<file path="config.mk">
export PLATFORM = sky130hd
export DESIGN_NAME = fir_mac
export DESIGN_NICKNAME = d
export VERILOG_FILES = /design/src/rtl/fir_pkg.sv /design/src/rtl/fir_mac.sv
export SDC_FILE = /design/constraint.sdc
export NUM_CORES = 1
export LEC_CHECK = 0
export ABC_AREA = 1
export BUFFER_PORTS_ARGS = -buffer_cell sky130_fd_sc_hd__buf_2
export CAP_MARGIN = 15
export CORE_ASPECT_RATIO = 0.7
export CORE_MARGIN = 3
export CORE_UTILIZATION = 50
export CTS_BUF_LIST = sky130_fd_sc_hd__clkbuf_4 sky130_fd_sc_hd__clkbuf_8
export DETAILED_ROUTE_END_ITERATION = 7
export PLACE_DENSITY = 0.67
export SYNTH_ARGS = -nofsm -noshare
export SYNTH_HDL_FRONTEND = slang
export SYNTH_SLANG_ARGS = --single-unit
</file>
<file path="constraint.sdc">
create_clock -name clk -period 6.2 [get_ports clk]
set_input_delay 1.24 -clock clk [delete_from_list [all_inputs] [get_ports clk]]
set_output_delay 1.24 -clock clk [all_outputs]
set_load 0.01 [all_outputs]
</file>
<file path="src/rtl/fir_pkg.sv">
// Shared constants and types for the integer FIR filter.
`timescale 1ns / 1ps
`default_nettype none

package fir_pkg;

	localparam int MAX_TAPS = 32;
	localparam int TAP_W    = (MAX_TAPS > 1) ? $clog2(MAX_TAPS) : 1;
	localparam int TAPS_W   = $clog2(MAX_TAPS + 1);
	localparam int DATA_W   = 32;
	localparam int CNT_W    = 6;

	// Item kinds carried on the kind field.
	localparam logic [1:0] KIND_SAMPLE   = 2'd0;
	localparam logic [1:0] KIND_COEFF    = 2'd1;
	localparam logic [1:0] KIND_CLEAR    = 2'd2;
	localparam logic [1:0] KIND_RESERVED = 2'd3;

	typedef logic [DATA_W-1:0] word_t;

	// Per-cycle command broadcast to every cell of the row.
	typedef struct packed {
		logic shift;
		logic rotate;
		logic clear;
	} fir_cell_ctl_t;

endpackage

`default_nettype wire

</file>
<file path="src/rtl/fir_mac.sv">
// Multiply-accumulate unit fed from the head of the cell row.
`timescale 1ns / 1ps
`default_nettype none

module fir_mac
	import fir_pkg::*;
(
	input  wire logic clk,
	input  wire logic arst_n,
	input  wire logic start,
	input  wire logic en,
	input  word_t     coef,
	input  word_t     hist,
	output word_t     acc
);

	word_t prod_s1;
	logic  pv_s1;
	word_t acc_q;

	// Only the low word of each product is kept; the sum wraps.
	always_ff @(posedge clk or negedge arst_n) begin
		if (!arst_n) begin
			pv_s1 <= 1'b0;
			acc_q <= '0;
		end else if (start) begin
			pv_s1 <= 1'b0;
			acc_q <= '0;
		end else begin
			pv_s1 <= en;
			if (pv_s1) begin
				acc_q <= acc_q + prod_s1;
			end
		end
	end

	always_ff @(posedge clk) begin
		prod_s1 <= coef * hist;
	end

	assign acc = acc_q;

endmodule

`default_nettype wire

</file>
==> run metrics <==
FF+latch count, synth=65; worst setup path category=input pin to flip-flop; root buffer cell=clkbuf_8; Max Fanout on Critical Path=14; top cells by area, synth=fa_1 40%, nand2_1 15%, inv_1 14%, ha_1 9.5%, dfrtp_1 4.1%; multiplexer share of the synthesized area=0; CTS tree=built; Vias/cell=5.07; Clock Pin Slew Worst Setup and Hold Paths=0.07 ns; Die Ht=174 µm; total track usage=0.305; crit path capture=prod_s1[23]; initial antenna violation count=0; Routed Antenna Nets=0; fin crit share=1.12; post-synthesis sequential area ratio=0.0723; Cells after Synth=2718; layout cell share with drive strength beyond 1=0.215; R2R setup slack=3.20 ns; slew at the pin closest to its max-slew limit=1.15 ns; Detailed Place HPWL=53700 µm; Nets=3645; CP Data Required Time=6.44 ns; Cell variety after synth=41; Post-Synth Adder-Cell Area=0.499; most common flop cell mapped by yosys=dfrtp_1; hold crit path type=flip-flop to flip-flop; Syn Area/Cell=7.46 µm²; core box area=39800 µm²; largest net degree at the start of global routing=34; post-cts hold buffer count=0; endpoints failing hold=0; placed cell area=23400 µm²; Final Setup Violations=18; DR pass1 iterations=5; final std cells w/o fill=3554; fill count=3393; RSZ-0062 raised after global routing=yes; Initial Util=0.509; Die ar.=43000 µm²; status=finished with violations; Synth Area in Compound Gates=0.0557; via count=18000; total of max-cap violations=0; final instance area=25400 µm²; Min Clock Period, post-route=6.93 ns; Post-Route WL=64100 µm; Yosys top cell area share=0.404; # diodes=0; largest family of logic cells by synthesized area=adder cells; post-layout util=0.637; Worst R2R Start=acc[13]; IO Port Bufs=99; achievable frequency=0.144 GHz; placed instance count=3496; Synthesis Warnings=0; clock sinks=65; vias in the first global route=18700; Synth async-reset ratio=0.508; skew final=0.0111 ns; Simple-Gate Fraction of Synth Area=0.186; Layout area overhead=25.1%; initial detailed-routing violation count=1414; Wirelength per Cell=18.0 µm; XOR/XNOR Fraction of Synth Area=0.0203; failing checks=negative setup slack; most frequent cells in the layout=781 x nand2_1, 723 x inv_1, 365 x fa_1; Top Ports=100; setup ws final=-0.730 ns; CP Launch Point=hist[7]; Max Buffers Root-to-Sink=2; Remaining DRCs=0; grt ovf=0; Startpoint Class=input pin; Worst-Skew Late Latency=0.36 ns; worst rel slew slack=0.233; commonest non-fill, non-tap cell in the layout=nand2_1; Mapped Area=20300 µm²; Pins Over Slew Limit=0; H-tree levels=3; Die X-Extent=247 µm; Num CTS Buffers=9; RR Endpoint=acc[26]; pre-CTS setup slack=-1.34 ns; first-pass GRT wire length=101000 µm; RD Place Congestion=0.959; hold_sp=acc[22]; Std-Cell Rows=61; syn nets=3349; R2R depth=14; Post-synth EDFFs=0; Yosys top cell by area=fa_1; Critical Path End Type=flip-flop; CP arrival=7.17 ns
## per-layer routing
layer / global-route usage / part of all wire
met5: 0 / 0
met4: 0.0477 / 0.018
met3: 0.106 / 0.12
met2: 0.431 / 0.40
met1: 0.458 / 0.46
## through the flow
step,hold slack [ns],TNS [ns]
floorplan,0.537,-6.66
global placement,0.489,-19.88
detailed placement,0.504,-22.23
finish,0.515,-8.79
global route,0.549,-11.44
CTS,0.527,-8.54
## Yosys cell counts, drive strengths merged (10+ instances only)
master and instances:
nand2 826, inv 776, fa 409, ha 154
a21oi 81, clkbuf 73, o21ai 60, nor2 54
nand3 53, buf 36, dfrtp 33, dfxtp 32
xor2 27, xnor2 20, nor3 14, a21o 11
a31oi 10, o21bai 10
## sequential cells by signal, indices dropped and copies added, names as in the netlist
name     cells
pv_s1        1
acc         32
prod_s1     32
## what timing repair did
| action | CTS | global route |
|---|---|---|
| resized for setup | 231 | 161 |
| gates cloned | 1 | 2 |
| setup buffers | 22 | 19 |
| setup endpoints to repair | 22 | 22 |
| pin swaps | 102 | 125 |
## cells by family after synthesis
kind of cell,Yosys count
buf+inv,885
compound gates,195
simple gates,963
fa+ha+maj,563
flops,65
xor+xnor,47
## how the worst min path moves through the flow
stage | endpoint | depth (start not counted) | slack, ns
floorplan | acc[0] | 2 | 0.54
global placement | acc[18] | 2 | 0.49
detailed placement | acc[18] | 2 | 0.50
CTS | acc[18] | 2 | 0.53
global route | acc[18] | 2 | 0.55
finish | acc[22] | 2 | 0.51
## area by class of cell
cell class,instances,area (µm²),area share
timing repair buffer,394,3580,0.141
inverter,776,2920,0.115
sequential,65,1470,0.0578
clock buffer,11,151,0.00597
tap,535,669,0.0264
clock inverter,5,76.3,0.00301
multi-input combinational,1768,16500,0.651
## worst max-delay path, stage by stage
cell and delay, ns:
buf_12 0.14, nand2_4 0.08, inv_2 0.03, fa_1 0.55, fa_2 0.47, fa_1 0.51
inv_2 0.06, fa_2 0.56, inv_2 0.04, fa_1 0.49, inv_2 0.04, fa_1 0.49
inv_2 0.05, fa_1 0.58, fa_1 0.48, ha_4 0.28, buf_6 0.12, a21oi_4 0.14
o21ai_2 0.11, a31oi_4 0.18, nand3_4 0.13, nand2_4 0.09, nand2_4 0.05, buf_6 0.11
xor2_1 0.13
Power is left out: the tool's default activity adds up to more than one toggle a clock period on the data nets, which glitch-free logic cannot reach.
