`src/rtl/fir_pkg.sv`:
```
// Shared constants and types for the integer FIR filter.
`timescale 1ns / 1ps
`default_nettype none

package fir_pkg;

	localparam int MAX_TAPS = 32;
	localparam int TAP_W    = (MAX_TAPS > 1) ? $clog2(MAX_TAPS) : 1;
	localparam int TAPS_W   = $clog2(MAX_TAPS + 1);
	localparam int DATA_W   = 32;
	localparam int CNT_W    = 6;

	// Item kinds carried on the kind field.
	localparam logic [1:0] KIND_SAMPLE   = 2'd0;
	localparam logic [1:0] KIND_COEFF    = 2'd1;
	localparam logic [1:0] KIND_CLEAR    = 2'd2;
	localparam logic [1:0] KIND_RESERVED = 2'd3;

	typedef logic [DATA_W-1:0] word_t;

	// Per-cycle command broadcast to every cell of the row.
	typedef struct packed {
		logic shift;
		logic rotate;
		logic clear;
	} fir_cell_ctl_t;

endpackage

`default_nettype wire

```
`src/rtl/fir_cell.sv`:
```
// One filter cell: holds one history sample and one tap coefficient.
`timescale 1ns / 1ps
`default_nettype none

module fir_cell
	import fir_pkg::*;
(
	input  wire logic          clk,
	input  wire logic          arst_n,
	input  fir_cell_ctl_t      ctl,
	input  word_t              hist_prev,
	input  word_t              hist_next,
	input  word_t              coef_next,
	input  wire logic          coef_we,
	input  word_t              coef_wdata,
	output word_t              hist,
	output word_t              coef
);

	word_t hist_q;
	word_t coef_q;

	// A shift moves the history one place older; a rotate moves both words
	// one place toward cell zero, wrapping around the ring.
	always_ff @(posedge clk or negedge arst_n) begin
		if (!arst_n) begin
			hist_q <= '0;
			coef_q <= '0;
		end else begin
			priority if (ctl.clear) begin
				hist_q <= '0;
			end else if (ctl.shift) begin
				hist_q <= hist_prev;
			end else if (ctl.rotate) begin
				hist_q <= hist_next;
			end else begin
				hist_q <= hist_q;
			end
			priority if (coef_we) begin
				coef_q <= coef_wdata;
			end else if (ctl.rotate) begin
				coef_q <= coef_next;
			end else begin
				coef_q <= coef_q;
			end
		end
	end

	assign hist = hist_q;
	assign coef = coef_q;

endmodule

`default_nettype wire

```
`config.mk`:
```
export PLATFORM = sky130hd
export DESIGN_NAME = fir_cell
export DESIGN_NICKNAME = d
export VERILOG_FILES = /design/src/rtl/fir_pkg.sv /design/src/rtl/fir_cell.sv
export SDC_FILE = /design/constraint.sdc
export NUM_CORES = 1
export LEC_CHECK = 0
export BUFFER_PORTS_ARGS = -buffer_cell sky130_fd_sc_hd__buf_2
export CAP_MARGIN = 5
export CORE_MARGIN = 10
export CORE_UTILIZATION = 44
export CTS_BUF_LIST = sky130_fd_sc_hd__clkbuf_4
export DETAILED_ROUTE_END_ITERATION = 12
export MAX_ROUTING_LAYER = met4
export PLACE_DENSITY = 0.82
export SETUP_SLACK_MARGIN = 0.15
export SYNTH_ARGS = -nofsm -noshare
export SYNTH_HDL_FRONTEND = slang
export SYNTH_SLANG_ARGS = --single-unit
```
`constraint.sdc`:
```
create_clock -name clk -period 0.8 [get_ports clk]
set_input_delay 0.16 -clock clk [delete_from_list [all_inputs] [get_ports clk]]
set_output_delay 0.16 -clock clk [all_outputs]
set_load 0.02 [all_outputs]
```
==> results of run 1 <==
## routing by layer
| layer | wire length [um] | part of all wire [%] | GRT usage [%] |
|---|---|---|---|
| met1 | 5640 | 39 | 28.6 |
| met2 | 7210 | 50 | 37.8 |
| met3 | 1310 | 9.1 | 6.13 |
| met4 | 231 | 1.6 | 7.16 |
| met5 | 0 | 0 | - |
## Yosys cell counts, drive strengths merged
cell type and number:
nor2b 32, nand2 32, a211oi 32, clkbuf 16
mux2i 64, dfrtp 64, o21ai 32, buf 7
inv 1
## cell usage in the layout, fill, tap and decap left out
cell type,count
sky130_fd_sc_hd__mux2i_4,1
sky130_fd_sc_hd__inv_1,1
sky130_fd_sc_hd__bufinv_16,1
sky130_fd_sc_hd__clkinv_1,4
sky130_fd_sc_hd__nand2_1,32
sky130_fd_sc_hd__o21ai_1,31
sky130_fd_sc_hd__o21ai_2,1
sky130_fd_sc_hd__mux2i_1,54
sky130_fd_sc_hd__nor2b_1,32
sky130_fd_sc_hd__a211oi_2,6
sky130_fd_sc_hd__dlygate4sd3_1,31
sky130_fd_sc_hd__clkbuf_4,10
sky130_fd_sc_hd__mux2i_2,9
sky130_fd_sc_hd__buf_2,132
sky130_fd_sc_hd__buf_12,7
sky130_fd_sc_hd__dfrtp_1,60
sky130_fd_sc_hd__buf_6,82
sky130_fd_sc_hd__clkinv_2,1
sky130_fd_sc_hd__buf_4,17
sky130_fd_sc_hd__a211oi_1,26
sky130_fd_sc_hd__dfrtp_2,4
## power breakdown
part | internal (mW) | switching, mW | total (mW)
registers | 3.50 | 0.246 | 3.75
logic | 1.45 | 1.29 | 2.74
clock network | 0.944 | 1.12 | 2.06
## per-stage QoR
| stage | TNS (ns) | cells | utilization (%) | hold slack (ns) |
|---|---|---|---|---|
| 2_1_floorplan | -0.432 | 280 | - | -0.136 |
| 3_3_place_gp | -9.37 | 563 | 62.1 | 0.164 |
| 3_5_place_dp | -11.31 | 563 | 62.1 | 0.171 |
| 4_1_cts | -21.31 | 621 | 75.5 | 0.00300 |
| 5_1_grt | -27.99 | 638 | 79.5 | -0.000633 |
| 6_report | -23.75 | 638 | 79.5 | 0.0178 |
## timing repair
action / in CTS / in global routing
setup buffers: 11 / 17
hold buffers: 31 / 0
setup endpoints to repair: 128 / 128
hold endpoints to repair: 94 / 0
gates resized for setup: 131 / 35
pin swaps: 1 / 11
## cells by family (layout without fill, tap and decap cells)
family          after synthesis  after routing
compound gates               64             64
buf+inv                      24            286
flops                        64             64
mux                          64             64
simple gates                 64             64
## flip-flops by register name (all words and copies together) (netlist names)
register / cells
hist: 32
coef: 32
## worst register-to-register path, stage by stage (launching register included)
cell and delay, ns:
sky130_fd_sc_hd__dfrtp_1 0.42, sky130_fd_sc_hd__buf_6 0.13, sky130_fd_sc_hd__buf_6 0.10, sky130_fd_sc_hd__mux2i_1 0.18, sky130_fd_sc_hd__o21ai_1 0.13
## worst min-delay path by stage
stage | end | slack [ns] | cells after the start
2_1_floorplan | coef[0] | -0.14 | 0
3_3_place_gp | hist[20] | 0.16 | 2
3_5_place_dp | hist[21] | 0.17 | 2
4_1_cts | coef[5] | 0.003 | 3
5_1_grt | coef[24] | -0.0006 | 3
6_report | coef[24] | 0.02 | 3
## final cells by class
class	count	area (sq um)	area share [%]
repair buffers	269	2160	39.6
inverters	1	3.75	0.0688
clock inverters	6	50.0	0.917
flip-flops and latches	64	1610	29.4
well taps	96	120	2.20
clock buffers	10	75.1	1.38
multi-input cells	192	1440	26.4
==> flow_results.org, run 1 <==
** Status
- Run status :: finished with violations
- Violated checks :: negative setup slack

** Clock tree
- Cell chosen for the clock root :: sky130_fd_sc_hd__clkbuf_4
- The clock net in this run drives a total of 64 sinks.
- No sink is reached through more buffers than the 2 on the longest clock path.
- Clock latency on the worst-skew pair :: 0.40 ns
- CTS tree :: done
- After clock tree synthesis, the clock-pin slew on the worst setup and hold paths is 0.11 ns.
- CTS built an H-tree with a depth of 3.
- Clock tree synthesis inserted a total of 9 buffers.

** Synthesis
- Area fraction in compound gates after synthesis :: 12.8%
- Total of flip-flops plus latches after synthesis :: 64
- Synthesized cell area :: 3130 sq um
- Main combinational cell family by area after synthesis :: multiplexers
- Synth Area in Simple Gates :: 10.2%
- After synthesis, the netlist uses 10 different library cells.
- Xor and xnor area share after synthesis :: 0%
- Share of synthesized cell area in full adder, half adder and majority cells :: 0%
- Ys Warns :: 0
- Counting every net in the synthesized netlist gives 414.
- Synth Instances :: 280
- sky130_fd_sc_hd__dfrtp_1 takes more of the synthesized area than any other cell.
- Each instance of the synthesized netlist takes up on average 11.2 sq um.
- Portion of synthesized cell area occupied by the leading cell type :: 51.1%
- Of the post-synthesis cell area, the part taken by muxes is 20.5%.
- Sequential cell area fraction in the yosys report :: 51.1%
- After synthesis, the cell types taking the most area are sky130_fd_sc_hd__dfrtp_1 51%, sky130_fd_sc_hd__mux2i_1 20%, sky130_fd_sc_hd__a211oi_1 7.7%, sky130_fd_sc_hd__nor2b_1 6.4%, sky130_fd_sc_hd__o21ai_0 5.1%.

** Run
- Max cap viols :: 0

** Global route
- The first global-routing pass estimated 20.2 mm of wire.
- The number of antenna violations at the first check in global routing came to 0.
- Via count of the first global-routing pass :: 3,643
- GRT Resource Usage Total :: 23.7%
- Entering global routing, the biggest net connects 36 pins.
- GR Overflow Total :: 0

** Final layout
- In the final layout, the share of cells above drive strength 1 is 50.0%.
- Fill cells in the final layout number 397.
- Antenna diode count :: 0
- Post-layout net count :: 671
- Relative to the synthesized area, the layout overhead comes to 74.3%.
- Non-Filler Cell Area, Final :: 5460 sq um

** Drt
- In this run the remaining antenna-violating nets after routing total 0.
- Average vias per placed instance :: 5.43
- DRT Pass-1 Iters :: 4
- Post-DR wirelength/cell :: 22.6 um
- Starting DRT DRC Count :: 225
- Remaining routing DRC violations :: 0
- Routed via count :: 3,467
- Wires add up to 14.4 mm.

** Worst setup path
- On the worst path, the slowest cell contributes a delay of 0.44 ns.
- Count of cells along the worst register-to-register path :: 4
- STA classifies the critical path endpoint as a primary output.
- Critical-path cell with the highest stage delay :: sky130_fd_sc_hd__dfrtp_1
- In this run the critical register-to-register path is captured at coef[0].
- Ordered list of cells on the worst path :: buf_6
- Critical path startpoint category :: flop
- Number of buffers and inverters on the critical path :: 1
- In this run the worst setup path terminates at coef[21].
- In this run the critical register-to-register path is launched from coef[0].
- Worst setup path startpoint :: coef[21]
- Cell count along the critical path :: 1
- The worst register-to-register path has a setup slack of -0.28 ns.
- Of all nets on the critical path, the largest fanout is 2.
- Data on the critical path is required at its endpoint by 0.64 ns.
- At the worst endpoint, the arrival time is 0.99 ns.
- Category of the most critical setup path :: reg2out
- Crit-path leading delay family :: flip-flops

** Power
- After layout, the design draws a total of 8.55 mW.
- PD cells :: 1570 nW/um^2
- Static leakage :: 2.75 nW
- IR Drop Worst-Case VDD :: 737 uV

** Floorplanning
- Vertical extent of the die :: 104 um
- The floorplan step defined a die boundary enclosing 10,900 sq um.
- Pin placement for this block handled 198 I/O pins.
- Die Span X :: 104 um
- Row count :: 30
- The region available for standard cell placement spans 6870 sq um.
- The initial utilization of the core area, before any placement, comes to 45.6%.

** STA
- For this run, the top clock speed supported by timing is 870 MHz.
- Hold violation count in the final report :: 0
- For the pin with the worst max-slew slack, the measured transition is 0.652 ns.
- Min Clock Period, post-route :: 1.15 ns
- Worst setup margin :: -0.349 ns
- Setup violations remaining at the end of the flow were counted as 99.
- The final critical path takes up 144% of the cycle.
- Between clock sinks in the finished design, the worst skew comes to 0 ns.
- Worst relative slew slack :: 56.5%
- Setup repair after global routing could not meet its margin everywhere.
- The max-slew violation count was 0.

** Placed design
- The count of buffers added on input and output ports is 197.
- Once detailed placement completed, the half-perimeter wirelength came to 8.22 mm.
- Once placement finished, the instance area stood at 4270 sq um.
- At the end of routability-driven placement, the weighted congestion stood at 0.784.
- OpenSTA, run right after detailed placement, puts the worst setup slack at -0.245 ns.

** Worst hold path
- Worst hold path type :: in2reg
- Launch instance of the worst min-delay path :: coef_wdata[24]
No activity file was read; power rests on OpenSTA's default activity.
==> inputs of run 2 (changes only) <==
--- a/config.mk
+++ b/config.mk
@@ -6,13 +6,15 @@
 export NUM_CORES = 1
 export LEC_CHECK = 0
 export BUFFER_PORTS_ARGS = -buffer_cell sky130_fd_sc_hd__buf_2
-export CAP_MARGIN = 5
+export CAP_MARGIN = 30
+export CELL_PAD_IN_SITES_DETAIL_PLACEMENT = 0
+export CELL_PAD_IN_SITES_GLOBAL_PLACEMENT = 1
 export CORE_MARGIN = 10
-export CORE_UTILIZATION = 44
+export CORE_UTILIZATION = 32
 export CTS_BUF_LIST = sky130_fd_sc_hd__clkbuf_4
 export DETAILED_ROUTE_END_ITERATION = 12
 export MAX_ROUTING_LAYER = met4
-export PLACE_DENSITY = 0.82
+export PLACE_DENSITY_LB_ADDON = 0.1
 export SETUP_SLACK_MARGIN = 0.15
 export SYNTH_ARGS = -nofsm -noshare
 export SYNTH_HDL_FRONTEND = slang
==> flow_results.org, run 2 (same netlist as run 1, synthesis figures left out) <==
** Clock tree
- Clock tree synthesis inserted a total of 9 buffers.
- Clock tree synthesis selected as its root buffer the cell sky130_fd_sc_hd__clkbuf_4.
- After clock tree synthesis, the clock-pin slew on the worst setup and hold paths is 0.12 ns.
- Clock latency on the worst-skew pair :: 0.37 ns
- The clock net in this run drives a total of 64 sinks.
- In this run the deepest clock path goes through 2 buffers.
- TritonCTS built the clock tree.
- CTS built an H-tree with a depth of 3.

** Final layout
- Ratio of cells with drive above 1 in the final layout :: 47.3%
- At the end of the flow, the number of nets in the layout was 669.
- In the layout the commonest cells are 131 x sky130_fd_sc_hd__buf_2, 73 x sky130_fd_sc_hd__buf_6, 64 x sky130_fd_sc_hd__mux2i_1.
- Area added between synthesis and finish :: 72.8%
- Count of non-filler cells in the finished layout :: 675
- Non-Filler Cell Area, Final :: 5410 sq um
- Most common cell after layout, fill and taps aside :: sky130_fd_sc_hd__buf_2

** Global route
- GRT Resource Usage Total :: 16.4%
- Via count of the first global-routing pass :: 3,533
- Met1 capacity usage during global routing :: 19.4%
- Routing usage on met2 :: 26.1%
- In this run the most used layer during global routing was met2.
- For this run, global-route usage on met3 was measured as 5.57%.
- GR Overflow Total :: 0
- First-pass GRT wire length :: 18.3 mm
- Antenna violations before repair :: 3
- Pin count of the biggest net entering global routing :: 33

** Drt
- The final layout contains routed wiring with a total length of 11.5 mm.
- The first detailed-routing pass ran for 4 iterations.
- For this run, design rule violations remaining after detail routing come to 0.
- The count of nets left with antenna violations once routing finished came out at 0.
- Starting DRT DRC Count :: 114
- Dividing the detail-routed wire length by the instance count gives 17.1 um.
- Average vias per placed instance :: 4.57
- Routed via count :: 3,082

** Worst setup path
- STA classifies the critical path endpoint as a primary output.
- Among all stages on the critical path, the largest delay is contributed by sky130_fd_sc_hd__dfrtp_2.
- Critical path startpoint category :: flop
- Walking the worst path, the cells encountered are buf_6.
- Required time reported for the critical path endpoint :: 0.64 ns
- Arrival time worst endpoint :: 0.96 ns
- Crit-path leading delay family :: flip-flops
- Together, buffers and inverters on the worst path number 1.
- Worst Path Max Fanout :: 2
- By startpoint and endpoint, the worst setup path is classified as reg2out.
- On the worst path, the slowest cell contributes a delay of 0.44 ns.

** STA
- For the finished layout, the period the worst path requires is 1.12 ns.
- Setup violations remaining at the end of the flow were counted as 82.
- The number of failing hold endpoints at the final stage was 0.
- At the pin with the least slew margin, the transition time is 0.690 ns.
- The max-slew violation count is 0.
- Worst relative slew slack :: 54.0%
- Unrepaired setup endpoints after global routing :: true
- Static timing analysis puts the maximum clock frequency at 889 MHz.
- Final Cycle Share :: 141%
- Hold timing on the final database bottoms out at a slack of 0.0374 ns.
- Clock skew on the completed layout was measured at 0 ns.
- Setup slack on the critical path of the routed design comes to -0.325 ns.

** Placed design
- The HPWL after detailed placement is 8.11 mm.
- Routability cong. :: 0.782
- Area of placed instances :: 4330 sq um
- Counting tap cells, the placed design contains a total of 603 instances.
- The count of buffers added on input and output ports is 197.

** Worst hold path
- The worst hold path belongs to the class in2reg.

** Power
- Total power consumption of the routed design :: 8.34 mW
- PD cells :: 1540 nW/um^2
- Static leakage :: 2.74 nW
- IR Drop Worst-Case VDD :: 695 uV

** Status
- The final reports fail on negative setup slack.
- Run status :: finished with violations

** Floorplanning
- The floorplan has 36 rows.
- The core region is 9640 sq um.
- Die Span X :: 119 um
- 198 I/O pins were placed.
- Once the floorplan was initialized, standard cells occupied 32.5% of the core.
- Total die area :: 14,100 sq um
- Vertical extent of the die :: 119 um

** Run
- Max cap viols :: 0
## run 2: power breakdown
| part | switching, mW | internal [mW] |
|---|---|---|
| logic | 1.11 | 1.37 |
| registers | 0.204 | 3.50 |
| clock network | 1.16 | 0.995 |
## run 2: stage by stage
step	utilization [%]	setup TNS (ns)	setup WS, ns
6_report	56.1	-19.91	-0.325
4_1_cts	54.6	-21.31	-0.360
3_3_place_gp	45.0	-8.75	-0.179
3_5_place_dp	45.0	-9.45	-0.193
5_1_grt	56.1	-25.65	-0.390
2_1_floorplan	-	-0.432	-0.0154
## run 2: area by class of cell
type | count | area, sq um
Antenna cell | 3 | 7.51
Clock buffer | 11 | 82.6
Clock inverter | 4 | 46.3
Fill cell | 908 | 4230
Inverter | 1 | 3.75
Multi-Input combinational cell | 192 | 1380
Sequential cell | 64 | 1610
Tap cell | 133 | 166
Timing Repair Buffer | 267 | 2120
## run 2: routing by layer
| layer | vias up | wire length (um) |
|---|---|---|
| met5 | - | 0 |
| met4 | 0 | 169 |
| met3 | 12 | 755 |
| met2 | 126 | 5530 |
| met1 | 1446 | 5060 |
| li1 | 1498 | - |
## run 2: final timing paths
check / from / end / slack [ns] / cells past startpoint
max: hist[27] / hist[27] / -0.32 / 1
min in group asynchronous: arst_n / coef[30] / 0.16 / 2
min reg2reg: coef[24] / coef[24] / 0.59 / 2
max in group asynchronous: arst_n / coef[2] / 0.21 / 3
min: hist_prev[0] / hist[0] / 0.04 / 3
max reg2reg: hist[30] / hist[30] / -0.18 / 4
## run 2: timing repair
action,CTS,global route
hold buffers,33,0
buffers inserted,9,12
setup endpoints to repair,128,145
resized for setup,131,12
pin swaps,1,7
hold endpoints to repair,96,0
